[src/hw/rtl/rbia_pkg.sv]
// ----------------------------------------------------------------------------
// rbia_pkg
// Shared widths, codes and controller/datapath types of the indexed ring
// buffer.
// ----------------------------------------------------------------------------
package rbia_pkg;

    // Default sizing of the store
    localparam int DEF_CAPACITY   = 64;
    localparam int DEF_WORD_WIDTH = 32;

    // Request and result field widths
    localparam int OP_W     = 3;
    localparam int INDEX_W  = 7;
    localparam int INDEX2_W = 6;
    localparam int SPAN_W   = 7;
    localparam int VALUE_W  = 32;
    localparam int STATUS_W = 2;
    localparam int FOUND_W  = 6;
    localparam int COUNT_W  = 7;

    typedef enum logic [OP_W-1:0] {
        OP_GET        = 3'd0,
        OP_SET        = 3'd1,
        OP_INSERT     = 3'd2,
        OP_REMOVE     = 3'd3,
        OP_EXCHANGE   = 3'd4,
        OP_FIND_FIRST = 3'd5,
        OP_FIND_LAST  = 3'd6,
        OP_CLEAR      = 3'd7
    } op_t;

    typedef enum logic [STATUS_W-1:0] {
        ST_OK        = 2'd0,
        ST_RANGE     = 2'd1,
        ST_FULL      = 2'd2,
        ST_NOT_FOUND = 2'd3
    } status_t;

    typedef enum logic [3:0] {
        S_IDLE,
        S_DECODE,
        S_WALK,
        S_PUT,
        S_FIND,
        S_XREAD,
        S_XWRITE_A,
        S_XWRITE_B,
        S_RESP
    } state_t;

    // Memory port command for one cycle
    typedef enum logic [2:0] {
        MC_NONE,
        MC_RD_IDX,
        MC_RD_IDX2,
        MC_WR_VAL_IDX,
        MC_WR_VAL_PUT,
        MC_WR_A,
        MC_WR_B
    } mem_cmd_t;

    typedef struct packed {
        logic     capture;
        logic     walk_init;
        logic     step;
        mem_cmd_t mem;
        logic     commit;
        status_t  status;
    } ctrl_cmd_t;

    typedef struct packed {
        op_t  op;
        logic pos_ok;
        logic pos2_ok;
        logic ins_ok;
        logic full;
        logic span_ok;
        logic rem_zero;
        logic cmp_pending;
        logic hit;
        logic out_free;
    } dp_status_t;

endpackage

[src/hw/rtl/rbia_if.sv]
// ----------------------------------------------------------------------------
// rbia_req_if / rbia_rsp_if
// Valid/ready channels carrying requests into and results out of the
// indexed ring buffer.
// ----------------------------------------------------------------------------
interface rbia_req_if import rbia_pkg::*; ();
    logic                valid;
    logic                ready;
    logic [OP_W-1:0]     op;
    logic [INDEX_W-1:0]  index;
    logic [INDEX2_W-1:0] second_index;
    logic [SPAN_W-1:0]   span_length;
    logic [VALUE_W-1:0]  value_in;

    modport source (
        output valid, op, index, second_index, span_length, value_in,
        input  ready
    );
    modport sink (
        input  valid, op, index, second_index, span_length, value_in,
        output ready
    );
endinterface

interface rbia_rsp_if import rbia_pkg::*; ();
    logic                valid;
    logic                ready;
    logic [STATUS_W-1:0] status;
    logic [VALUE_W-1:0]  value_out;
    logic [FOUND_W-1:0]  found_index;
    logic [COUNT_W-1:0]  entry_count;

    modport source (
        output valid, status, value_out, found_index, entry_count,
        input  ready
    );
    modport sink (
        input  valid, status, value_out, found_index, entry_count,
        output ready
    );
endinterface

[src/hw/rtl/rbia_controller.sv]
// ----------------------------------------------------------------------------
// rbia_controller
// Sequencer of the indexed ring buffer: checks each request, steps the
// datapath through reads, shifts and searches, and hands off the result.
// ----------------------------------------------------------------------------
module rbia_controller import rbia_pkg::*;
(
    input  logic       clk,
    input  logic       rst_n,
    input  logic       req_valid,
    output logic       req_ready,
    input  dp_status_t dp,
    output ctrl_cmd_t  cmd
);

    state_t  state_reg;
    state_t  state_next;
    status_t status_reg;
    status_t status_next;

    // State and result status registers
    always_ff @(posedge clk or negedge rst_n)
    begin
        if (!rst_n)
        begin
            state_reg  <= S_IDLE;
            status_reg <= ST_OK;
        end
        else
        begin
            state_reg  <= state_next;
            status_reg <= status_next;
        end
    end

    // Next state
    always_comb
    begin
        state_next  = state_reg;
        status_next = status_reg;
        unique case (state_reg)
            S_IDLE:
            begin
                if (req_valid)
                begin
                    state_next = S_DECODE;
                end
            end
            S_DECODE:
            begin
                status_next = ST_OK;
                state_next  = S_RESP;
                unique case (dp.op)
                    OP_GET, OP_SET:
                    begin
                        if (!dp.pos_ok)
                        begin
                            status_next = ST_RANGE;
                        end
                    end
                    OP_INSERT:
                    begin
                        priority if (!dp.ins_ok)
                        begin
                            status_next = ST_RANGE;
                        end
                        else if (dp.full)
                        begin
                            status_next = ST_FULL;
                        end
                        else
                        begin
                            state_next = S_WALK;
                        end
                    end
                    OP_REMOVE:
                    begin
                        if (dp.pos_ok)
                        begin
                            state_next = S_WALK;
                        end
                        else
                        begin
                            status_next = ST_RANGE;
                        end
                    end
                    OP_EXCHANGE:
                    begin
                        if (dp.pos_ok && dp.pos2_ok)
                        begin
                            state_next = S_XREAD;
                        end
                        else
                        begin
                            status_next = ST_RANGE;
                        end
                    end
                    OP_FIND_FIRST, OP_FIND_LAST:
                    begin
                        if (dp.span_ok)
                        begin
                            state_next = S_FIND;
                        end
                        else
                        begin
                            status_next = ST_RANGE;
                        end
                    end
                    OP_CLEAR:
                    begin
                        state_next = S_RESP;
                    end
                endcase
            end
            S_WALK:
            begin
                if (dp.rem_zero)
                begin
                    state_next = (dp.op == OP_INSERT) ? S_PUT : S_RESP;
                end
            end
            S_PUT:
            begin
                state_next = S_RESP;
            end
            S_FIND:
            begin
                priority if (dp.hit)
                begin
                    status_next = ST_OK;
                    state_next  = S_RESP;
                end
                else if (dp.rem_zero && !dp.cmp_pending)
                begin
                    status_next = ST_NOT_FOUND;
                    state_next  = S_RESP;
                end
                else
                begin
                    state_next = S_FIND;
                end
            end
            S_XREAD:
            begin
                state_next = S_XWRITE_A;
            end
            S_XWRITE_A:
            begin
                state_next = S_XWRITE_B;
            end
            S_XWRITE_B:
            begin
                state_next = S_RESP;
            end
            S_RESP:
            begin
                if (dp.out_free)
                begin
                    state_next = S_IDLE;
                end
            end
            default:
            begin
                state_next = S_IDLE;
            end
        endcase
    end

    // Commands to the datapath
    always_comb
    begin
        req_ready     = 1'b0;
        cmd.capture   = 1'b0;
        cmd.walk_init = 1'b0;
        cmd.step      = 1'b0;
        cmd.mem       = MC_NONE;
        cmd.commit    = 1'b0;
        cmd.status    = status_reg;
        unique case (state_reg)
            S_IDLE:
            begin
                req_ready   = 1'b1;
                cmd.capture = req_valid;
            end
            S_DECODE:
            begin
                unique case (dp.op)
                    OP_GET:
                    begin
                        cmd.mem = dp.pos_ok ? MC_RD_IDX : MC_NONE;
                    end
                    OP_SET:
                    begin
                        cmd.mem = dp.pos_ok ? MC_WR_VAL_IDX : MC_NONE;
                    end
                    OP_INSERT:
                    begin
                        cmd.walk_init = dp.ins_ok && !dp.full;
                    end
                    OP_REMOVE:
                    begin
                        cmd.walk_init = dp.pos_ok;
                    end
                    OP_EXCHANGE:
                    begin
                        cmd.mem = (dp.pos_ok && dp.pos2_ok) ? MC_RD_IDX : MC_NONE;
                    end
                    OP_FIND_FIRST, OP_FIND_LAST:
                    begin
                        cmd.walk_init = dp.span_ok;
                    end
                    OP_CLEAR:
                    begin
                        cmd.mem = MC_NONE;
                    end
                endcase
            end
            S_WALK:
            begin
                cmd.step = !dp.rem_zero;
            end
            S_PUT:
            begin
                cmd.mem = MC_WR_VAL_PUT;
            end
            S_FIND:
            begin
                cmd.step = !dp.rem_zero && !dp.hit;
            end
            S_XREAD:
            begin
                cmd.mem = MC_RD_IDX2;
            end
            S_XWRITE_A:
            begin
                cmd.mem = MC_WR_A;
            end
            S_XWRITE_B:
            begin
                cmd.mem = MC_WR_B;
            end
            S_RESP:
            begin
                cmd.commit = dp.out_free;
            end
            default:
            begin
                cmd.mem = MC_NONE;
            end
        endcase
    end

    // A result is only handed off when the output register can take it
    a_commit_free: assert property (@(posedge clk) disable iff (!rst_n)
        cmd.commit |-> dp.out_free)
        else $error("result committed while output register is occupied");

    // A walk step never overlaps a single-entry memory command
    a_step_alone: assert property (@(posedge clk) disable iff (!rst_n)
        cmd.step |-> (cmd.mem == MC_NONE) && !cmd.commit)
        else $error("walk step overlaps another memory command");

endmodule

[src/hw/rtl/rbia_datapath.sv]
// ----------------------------------------------------------------------------
// rbia_datapath
// Storage, pointers and result register of the indexed ring buffer: the
// circular word memory, head and count, the walk pointers used for shifts
// and searches, and the output register.
// ----------------------------------------------------------------------------
module rbia_datapath import rbia_pkg::*;
#(
    parameter int CAPACITY   = DEF_CAPACITY,
    parameter int WORD_WIDTH = DEF_WORD_WIDTH
)
(
    input  logic                clk,
    input  logic                rst_n,
    input  ctrl_cmd_t           cmd,
    output dp_status_t          status,
    input  logic [OP_W-1:0]     req_op,
    input  logic [INDEX_W-1:0]  req_index,
    input  logic [INDEX2_W-1:0] req_second_index,
    input  logic [SPAN_W-1:0]   req_span_length,
    input  logic [VALUE_W-1:0]  req_value_in,
    input  logic                rsp_ready,
    output logic                rsp_valid,
    output logic [STATUS_W-1:0] rsp_status,
    output logic [VALUE_W-1:0]  rsp_value_out,
    output logic [FOUND_W-1:0]  rsp_found_index,
    output logic [COUNT_W-1:0]  rsp_entry_count
);

    localparam int PW = (CAPACITY > 1) ? $clog2(CAPACITY) : 1;
    localparam int CW = $clog2(CAPACITY + 1);
    localparam int AW = ((CW > INDEX_W) ? CW : INDEX_W) + 1;
    localparam int SW = AW + 1;

    // Physical slot of a logical offset from a base pointer
    function automatic logic [PW-1:0] slot_of(input logic [PW-1:0] base,
                                              input logic [AW-1:0] off);
        logic [SW-1:0] sum;
        sum = SW'(base) + SW'(off);
        if (sum >= SW'(CAPACITY))
        begin
            sum = sum - SW'(CAPACITY);
        end
        return sum[PW-1:0];
    endfunction

    function automatic logic [PW-1:0] ptr_inc(input logic [PW-1:0] p);
        return (p == PW'(CAPACITY - 1)) ? '0 : p + PW'(1);
    endfunction

    function automatic logic [PW-1:0] ptr_dec(input logic [PW-1:0] p);
        return (p == '0) ? PW'(CAPACITY - 1) : p - PW'(1);
    endfunction

    // Word store
    logic [WORD_WIDTH-1:0] mem [CAPACITY];

    // Request operands
    op_t                   op_reg;
    logic [INDEX_W-1:0]    idx_reg;
    logic [INDEX2_W-1:0]   idx2_reg;
    logic [SPAN_W-1:0]     span_reg;
    logic [WORD_WIDTH-1:0] val_reg;

    // List state
    logic [PW-1:0] head_reg;
    logic [PW-1:0] head_next;
    logic [CW-1:0] count_reg;
    logic [CW-1:0] count_next;

    // Walk state
    logic [PW-1:0] ppos_reg;
    logic [CW-1:0] lpos_reg;
    logic [CW-1:0] rem_reg;
    logic          up_reg;
    logic          left_reg;
    logic          pend_v_reg;
    logic [PW-1:0] pend_addr_reg;
    logic          cmp_v_reg;
    logic [CW-1:0] cmp_lpos_reg;

    // Read data and exchange holding word
    logic [WORD_WIDTH-1:0] rdata_reg;
    logic [WORD_WIDTH-1:0] tmp_reg;

    // Output register
    logic                out_valid_reg;
    logic [STATUS_W-1:0] out_status_reg;
    logic [VALUE_W-1:0]  out_value_reg;
    logic [FOUND_W-1:0]  out_found_reg;
    logic [COUNT_W-1:0]  out_count_reg;

    // Operand views and checks
    logic [AW-1:0] idx_a;
    logic [AW-1:0] idx2_a;
    logic [AW-1:0] span_a;
    logic [AW-1:0] cnt_a;
    logic [AW-1:0] last_a;
    logic          is_find;
    logic          hit;
    logic          out_free;
    logic          left_ins;
    logic          left_rem;
    logic [PW-1:0] slot_idx;
    logic [PW-1:0] slot_idx2;
    logic [PW-1:0] slot_cnt;
    logic [PW-1:0] slot_last;
    logic [PW-1:0] dst_ppos;

    // Walk setup
    logic [PW-1:0] init_ppos;
    logic [CW-1:0] init_lpos;
    logic [AW-1:0] init_rem;
    logic          init_up;
    logic          init_left;

    // Memory port
    logic                  rd_en;
    logic [PW-1:0]         rd_addr;
    logic                  wr_en;
    logic [PW-1:0]         wr_addr;
    logic [WORD_WIDTH-1:0] wr_data;
    logic                  cmd_writes;

    assign idx_a   = AW'(idx_reg);
    assign idx2_a  = AW'(idx2_reg);
    assign span_a  = AW'(span_reg);
    assign cnt_a   = AW'(count_reg);
    assign last_a  = idx_a + span_a - AW'(1);
    assign is_find = (op_reg == OP_FIND_FIRST) || (op_reg == OP_FIND_LAST);
    assign hit     = cmp_v_reg && (rdata_reg == val_reg);
    assign out_free = !out_valid_reg || rsp_ready;

    assign left_ins  = idx_a < (cnt_a - idx_a);
    assign left_rem  = idx_a < (cnt_a - AW'(1) - idx_a);
    assign slot_idx  = slot_of(head_reg, idx_a);
    assign slot_idx2 = slot_of(head_reg, idx2_a);
    assign slot_cnt  = slot_of(head_reg, cnt_a);
    assign slot_last = slot_of(head_reg, last_a);
    assign dst_ppos  = up_reg ? ptr_dec(ppos_reg) : ptr_inc(ppos_reg);

    // Status to the controller
    always_comb
    begin
        status.op          = op_reg;
        status.pos_ok      = idx_a < cnt_a;
        status.pos2_ok     = idx2_a < cnt_a;
        status.ins_ok      = idx_a <= cnt_a;
        status.full        = cnt_a >= AW'(CAPACITY);
        status.span_ok     = (idx_a <= cnt_a) && ((idx_a + span_a) <= cnt_a);
        status.rem_zero    = (rem_reg == '0);
        status.cmp_pending = cmp_v_reg;
        status.hit         = hit;
        status.out_free    = out_free;
    end

    // Pick the walk start: shifts move the shorter side, finds scan the span
    always_comb
    begin
        init_ppos = slot_idx;
        init_lpos = CW'(idx_a);
        init_rem  = span_a;
        init_up   = 1'b1;
        init_left = 1'b0;
        unique case (op_reg)
            OP_INSERT:
            begin
                init_left = left_ins;
                if (left_ins)
                begin
                    init_ppos = head_reg;
                    init_rem  = idx_a;
                    init_up   = 1'b1;
                end
                else
                begin
                    init_ppos = ptr_dec(slot_cnt);
                    init_rem  = cnt_a - idx_a;
                    init_up   = 1'b0;
                end
            end
            OP_REMOVE:
            begin
                init_left = left_rem;
                if (left_rem)
                begin
                    init_ppos = ptr_dec(slot_idx);
                    init_rem  = idx_a;
                    init_up   = 1'b0;
                end
                else
                begin
                    init_ppos = ptr_inc(slot_idx);
                    init_rem  = cnt_a - AW'(1) - idx_a;
                    init_up   = 1'b1;
                end
            end
            OP_FIND_LAST:
            begin
                init_ppos = slot_last;
                init_lpos = CW'(last_a);
                init_up   = 1'b0;
            end
            default:
            begin
                init_up = 1'b1;
            end
        endcase
    end

    // Memory port selection
    always_comb
    begin
        rd_en      = cmd.step;
        rd_addr    = ppos_reg;
        cmd_writes = 1'b0;
        wr_addr    = slot_idx;
        wr_data    = val_reg;
        unique case (cmd.mem)
            MC_NONE:
            begin
                cmd_writes = 1'b0;
            end
            MC_RD_IDX:
            begin
                rd_en   = 1'b1;
                rd_addr = slot_idx;
            end
            MC_RD_IDX2:
            begin
                rd_en   = 1'b1;
                rd_addr = slot_idx2;
            end
            MC_WR_VAL_IDX:
            begin
                cmd_writes = 1'b1;
            end
            MC_WR_VAL_PUT:
            begin
                cmd_writes = 1'b1;
                wr_addr    = dst_ppos;
            end
            MC_WR_A:
            begin
                cmd_writes = 1'b1;
                wr_data    = rdata_reg;
            end
            MC_WR_B:
            begin
                cmd_writes = 1'b1;
                wr_addr    = slot_idx2;
                wr_data    = tmp_reg;
            end
            default:
            begin
                cmd_writes = 1'b0;
            end
        endcase
        // Pending shift write owns the port
        if (pend_v_reg)
        begin
            wr_addr = pend_addr_reg;
            wr_data = rdata_reg;
        end
        wr_en = pend_v_reg || cmd_writes;
    end

    // Store write and registered read
    always_ff @(posedge clk)
    begin
        if (wr_en)
        begin
            mem[wr_addr] <= wr_data;
        end
        if (rd_en)
        begin
            rdata_reg <= mem[rd_addr];
        end
        if (cmd.mem == MC_RD_IDX2)
        begin
            tmp_reg <= rdata_reg;
        end
    end

    // Capture operands and walk pointers
    always_ff @(posedge clk)
    begin
        if (cmd.capture)
        begin
            op_reg   <= op_t'(req_op);
            idx_reg  <= req_index;
            idx2_reg <= req_second_index;
            span_reg <= req_span_length;
            val_reg  <= WORD_WIDTH'(req_value_in);
        end
        if (cmd.walk_init)
        begin
            ppos_reg <= init_ppos;
            lpos_reg <= init_lpos;
            rem_reg  <= CW'(init_rem);
            up_reg   <= init_up;
            left_reg <= init_left;
        end
        else if (cmd.step)
        begin
            ppos_reg      <= up_reg ? ptr_inc(ppos_reg) : ptr_dec(ppos_reg);
            lpos_reg      <= up_reg ? lpos_reg + CW'(1) : lpos_reg - CW'(1);
            rem_reg       <= rem_reg - CW'(1);
            pend_addr_reg <= dst_ppos;
            cmp_lpos_reg  <= lpos_reg;
        end
        if (cmd.commit)
        begin
            out_status_reg  <= cmd.status;
            out_value_reg   <= ((op_reg == OP_GET) && (cmd.status == ST_OK)) ?
                               VALUE_W'(rdata_reg) : '0;
            out_found_reg   <= (is_find && (cmd.status == ST_OK)) ?
                               FOUND_W'(cmp_lpos_reg) : '0;
            out_count_reg   <= COUNT_W'(count_next);
        end
    end

    // Head and count after a completed request
    always_comb
    begin
        head_next  = head_reg;
        count_next = count_reg;
        if (cmd.status == ST_OK)
        begin
            unique case (op_reg)
                OP_INSERT:
                begin
                    count_next = count_reg + CW'(1);
                    if (left_reg)
                    begin
                        head_next = ptr_dec(head_reg);
                    end
                end
                OP_REMOVE:
                begin
                    count_next = count_reg - CW'(1);
                    priority if (count_next == '0)
                    begin
                        head_next = '0;
                    end
                    else if (left_reg)
                    begin
                        head_next = ptr_inc(head_reg);
                    end
                    else
                    begin
                        head_next = head_reg;
                    end
                end
                OP_CLEAR:
                begin
                    count_next = '0;
                    head_next  = '0;
                end
                default:
                begin
                    count_next = count_reg;
                end
            endcase
        end
    end

    // Control registers
    always_ff @(posedge clk or negedge rst_n)
    begin
        if (!rst_n)
        begin
            head_reg      <= '0;
            count_reg     <= '0;
            pend_v_reg    <= 1'b0;
            cmp_v_reg     <= 1'b0;
            out_valid_reg <= 1'b0;
        end
        else
        begin
            pend_v_reg <= cmd.step && !is_find;
            cmp_v_reg  <= cmd.step && is_find;
            if (cmd.commit)
            begin
                head_reg      <= head_next;
                count_reg     <= count_next;
                out_valid_reg <= 1'b1;
            end
            else if (rsp_ready)
            begin
                out_valid_reg <= 1'b0;
            end
        end
    end

    assign rsp_valid       = out_valid_reg;
    assign rsp_status      = out_status_reg;
    assign rsp_value_out   = out_value_reg;
    assign rsp_found_index = out_found_reg;
    assign rsp_entry_count = out_count_reg;

    a_count_bound: assert property (@(posedge clk) disable iff (!rst_n)
        count_reg <= CW'(CAPACITY))
        else $error("entry count above capacity");

    a_empty_head: assert property (@(posedge clk) disable iff (!rst_n)
        (count_reg == '0) |-> (head_reg == '0))
        else $error("head not at zero while empty");

    a_write_port: assert property (@(posedge clk) disable iff (!rst_n)
        pend_v_reg |-> !cmd_writes)
        else $error("shift write collides with a commanded write");

    a_walk_done: assert property (@(posedge clk) disable iff (!rst_n)
        cmd.commit |-> !pend_v_reg && !cmp_v_reg)
        else $error("result committed with a walk still in flight");

endmodule

[src/hw/rtl/ring_buffer_indexed_array.sv]
// ----------------------------------------------------------------------------
// ring_buffer_indexed_array
// Ordered list of words in a circular store with get, set, indexed insert
// and remove, exchange, first/last search within a span, and clear.
// ----------------------------------------------------------------------------
// One request is worked at a time over a word memory with one read port
// and one write port (one read and one write per cycle, registered read).
// Each request is checked first; get and set then access their entry, and
// exchange reads both entries and writes them back swapped. Insert and
// remove shift the entries on the shorter side of the index (at most half
// the entries); a find scans the span up to the first match, or to its end
// when it holds no match. A new request is accepted while the previous
// result still waits in the output register. The store needs no clearing
// after reset; entries are only read below the entry count.
// ----------------------------------------------------------------------------
module ring_buffer_indexed_array import rbia_pkg::*;
#(
    parameter int CAPACITY   = DEF_CAPACITY,
    parameter int WORD_WIDTH = DEF_WORD_WIDTH
)
(
    input  logic       clk,
    input  logic       rst_n,
    rbia_req_if.sink   request,
    rbia_rsp_if.source result
);

    ctrl_cmd_t  cmd;
    dp_status_t dp;
    logic       req_ready;

    // Sequencer
    rbia_controller u_ctrl (
        .clk       (clk),
        .rst_n     (rst_n),
        .req_valid (request.valid),
        .req_ready (req_ready),
        .dp        (dp),
        .cmd       (cmd)
    );

    // Store, pointers and result register
    rbia_datapath #(
        .CAPACITY   (CAPACITY),
        .WORD_WIDTH (WORD_WIDTH)
    ) u_dp (
        .clk              (clk),
        .rst_n            (rst_n),
        .cmd              (cmd),
        .status           (dp),
        .req_op           (request.op),
        .req_index        (request.index),
        .req_second_index (request.second_index),
        .req_span_length  (request.span_length),
        .req_value_in     (request.value_in),
        .rsp_ready        (result.ready),
        .rsp_valid        (result.valid),
        .rsp_status       (result.status),
        .rsp_value_out    (result.value_out),
        .rsp_found_index  (result.found_index),
        .rsp_entry_count  (result.entry_count)
    );

    assign request.ready = req_ready;

endmodule
[src/flat_wrapper.sv]
// flat-port wrapper written by rule: the top's interface ports become plain ports
module ring_buffer_indexed_array_flat import rbia_pkg::*;
#(
    parameter int CAPACITY   = DEF_CAPACITY,
    parameter int WORD_WIDTH = DEF_WORD_WIDTH
)
  (clk, rst_n, request_valid, request_op, request_index, request_second_index, request_span_length, request_value_in, request_ready, result_valid, result_status, result_value_out, result_found_index, result_entry_count, result_ready);
  rbia_req_if request_i ();
  rbia_rsp_if result_i ();
  input  logic clk;
  input  logic rst_n;
  input wire logic [$bits(request_i.valid)-1:0] request_valid;
  input wire logic [$bits(request_i.op)-1:0] request_op;
  input wire logic [$bits(request_i.index)-1:0] request_index;
  input wire logic [$bits(request_i.second_index)-1:0] request_second_index;
  input wire logic [$bits(request_i.span_length)-1:0] request_span_length;
  input wire logic [$bits(request_i.value_in)-1:0] request_value_in;
  output wire logic [$bits(request_i.ready)-1:0] request_ready;
  output wire logic [$bits(result_i.valid)-1:0] result_valid;
  output wire logic [$bits(result_i.status)-1:0] result_status;
  output wire logic [$bits(result_i.value_out)-1:0] result_value_out;
  output wire logic [$bits(result_i.found_index)-1:0] result_found_index;
  output wire logic [$bits(result_i.entry_count)-1:0] result_entry_count;
  input wire logic [$bits(result_i.ready)-1:0] result_ready;
  assign request_i.valid = request_valid;
  assign request_i.op = request_op;
  assign request_i.index = request_index;
  assign request_i.second_index = request_second_index;
  assign request_i.span_length = request_span_length;
  assign request_i.value_in = request_value_in;
  assign request_ready = request_i.ready;
  assign result_valid = result_i.valid;
  assign result_status = result_i.status;
  assign result_value_out = result_i.value_out;
  assign result_found_index = result_i.found_index;
  assign result_entry_count = result_i.entry_count;
  assign result_i.ready = result_ready;
  ring_buffer_indexed_array #(.CAPACITY(CAPACITY), .WORD_WIDTH(WORD_WIDTH)) u_core (.clk(clk), .rst_n(rst_n), .request(request_i), .result(result_i));
endmodule
[config.mk]
export PLATFORM = sky130hd
export DESIGN_NAME = ring_buffer_indexed_array_flat
export DESIGN_NICKNAME = d
export VERILOG_FILES = /design/src/hw/rtl/rbia_pkg.sv /design/src/hw/rtl/rbia_if.sv /design/src/hw/rtl/rbia_controller.sv /design/src/hw/rtl/rbia_datapath.sv /design/src/hw/rtl/ring_buffer_indexed_array.sv /design/src/flat_wrapper.sv
export SDC_FILE = /design/constraint.sdc
export NUM_CORES = 2
export LEC_CHECK = 0
export BUFFER_PORTS_ARGS = -buffer_cell sky130_fd_sc_hd__buf_2
export CAP_MARGIN = 5
export CORE_ASPECT_RATIO = 1.5
export CORE_MARGIN = 2
export CORE_UTILIZATION = 38
export CTS_BUF_LIST = sky130_fd_sc_hd__clkbuf_4 sky130_fd_sc_hd__clkbuf_8
export CTS_CLUSTER_DIAMETER = 100
export DETAILED_ROUTE_END_ITERATION = 8
export GPL_TIMING_DRIVEN = 0
export HOLD_SLACK_MARGIN = 0.03
export SETUP_SLACK_MARGIN = 0.4
export SYNTH_ARGS = -nofsm -noshare
export SYNTH_HDL_FRONTEND = slang
export SYNTH_SLANG_ARGS = --single-unit
[constraint.sdc]
create_clock -name clk -period 7.1 [get_ports clk]
set_clock_uncertainty 0.05 [all_clocks]
set_input_delay 1.065 -clock clk [delete_from_list [all_inputs] [get_ports clk]]
set_output_delay 1.065 -clock clk [all_outputs]
set_load 0.05 [all_outputs]
==> impl_metrics.tcl <==
set metrics [dict create \
    path_max_fanout 11 \
    clock-root-buffer "clkbuf_8" \
    rsz0062_at_grt "no" \
    wire_per_inst_um 32.36 \
    synth_edf_count 2247 \
    reg2reg_depth 17 \
    drv_slew 9 \
    ir_worst_vdd_mv 0.3121 \
    fin_ws_ns 0.2225 \
    p_per_area_nw_per_um2 462.6 \
    fillCellCount 21760 \
    std_cell_rows 223 \
    grt_pass1_vias 61900 \
    cts_num_sinks 2269 \
    syn_inst 6551 \
    nets 7309 \
    layout_commonest_cell "edfxtp_1" \
    holdPathEnd "u_core.u_dp.val_reg[17]" \
    status "finished with violations" \
    hold_path.class "in2reg" \
    dieHeight_um 611.6 \
    grt_pass1_wl_um 473900 \
    utilization 0.4444 \
    leakage_nw 36.32 \
    overflow 0 \
    reg2reg_setup_slack_ns 0.22 \
    crit_type "reg2reg" \
    die_w_um 409.1 \
    clock.fmax_mhz 145.4 \
    place_congestion 1.064 \
    drt-total-wl_um 345700 \
    hold_path_depth 1 \
    drtIter0Drc 7147 \
    finalSetupTns_ns 0 \
    min_period_ns 6.877 \
    crit_required_ns 7.85 \
    drive_gt1_frac 0.1538 \
    seq_area_um2 68030 \
    cts.path.max_buffers 4 \
    clk_pin_slew_ns 0.06 \
    syn-cell-area_um2 93520 \
    yosysWarnings 0 \
    tightest_slew_ns 1.532 \
    grt_start_max_net_pins 42 \
    grt_util_all_layers 0.2696 \
    synth_top_flop_cell "edfxtp_1" \
    core-area_um2 245300 \
    ant_nets 0 \
    dr.pass1.iters 6 \
    cts_buffers 346 \
    placed_cell_area_um2 101900 \
    cp_data_arrival_time_ns 7.62 \
    syn-num-nets 6698 \
    hp-start "request_value_in[17]" \
    die-area_um2 250200 \
    viasPerCell 5.860 \
    end_kind "register" \
    cts_tree "built" \
    setup_viol 0 \
    r2r-start "u_core.u_dp.count_reg[0]" \
    fin_crit_sh 0.9687 \
    vias 62610 \
    ys_ff_latch 2269 \
    yosysSeqAreaShare 0.7274 \
    antenna_found_initial 23 \
    slew_headroom -0.02141 \
    synthDistinctLibCells 91 \
    syn_to_final_growth_pct 16.53 \
    syn_avg_cell_area_um2 14.28 \
    max_cap_viol_count 1 \
    largest_register_ff_count 2048 \
    final_hold_viol_count 0 \
    multi_input_area_um2 24580 \
    hpwl_um 250100 \
    regToRegEndpoint "u_core.u_dp.rdata_reg[15]" \
    final_cells 10680 \
    postSynth.asyncResetShare 0.009696 \
    dp_worst_setup_slack_ns -0.5981 \
    h-tree-depth 5 \
    port_buffers 107 \
    design_area_um2 109000 \
    start_util 0.3813 \
    top_register "u_core.u_dp.mem" \
    worstSetupStartpointType "register" \
    violations "capacitance limit, slew limit" \
    final_cell_mix "edfxtp_1 (2,247), nand2_1 (942), clkbuf_8 (356)" \
    drc_errors 0 \
    boundaryPins 108 \
    dp.cells 10060 \
    clock_latency_ns 1.00 \
]
-- report_power, final --
group / internal [mW] / switching [mW]
clock network: 5.41 / 5.13
registers: 17.3 / 0.477
logic: 5.62 / 16.5
total: 28.3 / 22.1
-- worst max-delay path, cell delays in order (launching register included) --
cell and delay (ns):
dfrtp_1 0.61, inv_1 0.29, ha_1 0.27, inv_1 0.07
fa_1 0.43, a211oi_1 0.33, o21ai_1 0.14, or3b_1 0.17
buf_2 0.32, o21ai_2 0.16, nand2_1 0.40, buf_2 0.56
clkbuf_1 0.64, a211oi_1 0.27, o41ai_2 0.75, a21oi_1 0.32
nor4_1 0.50, or3_1 0.37
-- per-stage QoR --
step / total power, mW / hold WS, ns
2_1_floorplan: 28.39 / 0.3834
4_1_cts: 49.82 / 0.1281
3_3_place_gp: 38.54 / 0.4048
5_1_grt: 51.60 / 0.1628
6_report: 50.41 / 0.1910
3_5_place_dp: 39.17 / 0.4078
-- synth_stat cells, types with 85 or more instances --
master / count / share of area
a31oi_1: 85 / 0.0057
a211oi_1: 204 / 0.016
edfxtp_1: 2247 / 0.72
nand2_1: 942 / 0.038
a22oi_1: 94 / 0.0075
a21oi_1: 347 / 0.019
nor2_1: 138 / 0.0055
and3_1: 197 / 0.013
a221oi_1: 119 / 0.011
clkbuf_1: 253 / 0.010
nor3_1: 85 / 0.0045
mux2i_1: 275 / 0.029
buf_2: 150 / 0.0080
a32oi_1: 102 / 0.0096
o21ai_0: 192 / 0.010
nand3_1: 270 / 0.014
-- worst max-delay path by stage --
stage,startpoint,to
final,u_core.u_dp.count_reg[0],u_core.u_dp.rdata_reg[15]
after floorplan,u_core.u_dp.count_reg[0],u_core.u_dp.mem[12][0]
after global placement,u_core.u_ctrl.state_reg[3],u_core.u_dp.mem[54][18]
after CTS,u_core.u_dp.count_reg[0],u_core.u_dp.rdata_reg[26]
after detailed placement,u_core.u_dp.count_reg[0],u_core.u_dp.rdata_reg[7]
after global routing,u_core.u_dp.count_reg[0],u_core.u_dp.rdata_reg[25]
-- cells by family (layout without fill, tap and decap cells) --
kind of cell               after synthesis  count (layout)  synth area share
AOI/OAI and AO/OA                     1386            1386            0.1006
and+or+nand+nor                       1913            1913           0.09641
buffers and inverters                  517            1377           0.02368
muxes                                  279             279           0.03028
xor gates and xnor gates                99              99          0.009272
other                                    0              11                 0
adders and majority gates               88              88           0.01242
DFF                                   2269            2269            0.7274
-- layer usage --
metal	wire (um)	GRT usage	up-vias
li1	-	-	26750
met1	115400	0.2897	31550
met2	168600	0.4556	3342
met3	26420	0.04962	969
met4	35250	0.2361	4
met5	30	0	-
-- final cells by class --
| type | instances | area share |
|---|---|---|
| Antenna cell | 11 | 0.0002526 |
| Sequential cell | 2269 | 0.6242 |
| Timing Repair Buffer | 263 | 0.03265 |
| Multi-Input combinational cell | 3765 | 0.2256 |
| Buffer | 464 | 0.01883 |
| Clock buffer | 461 | 0.05219 |
| Inverter | 53 | 0.001825 |
| Tap cell | 3262 | 0.03745 |
| Clock inverter | 136 | 0.007015 |
-- what timing repair did --
item	in CTS	in global routing
endpoints found under the setup margin	75	56
pin swaps	2	0
hold buffers	1	0
gates resized for setup	52	31
hold endpoints to repair	18	0
setup buffers	14	0
(Power assumes the default switching activity.)
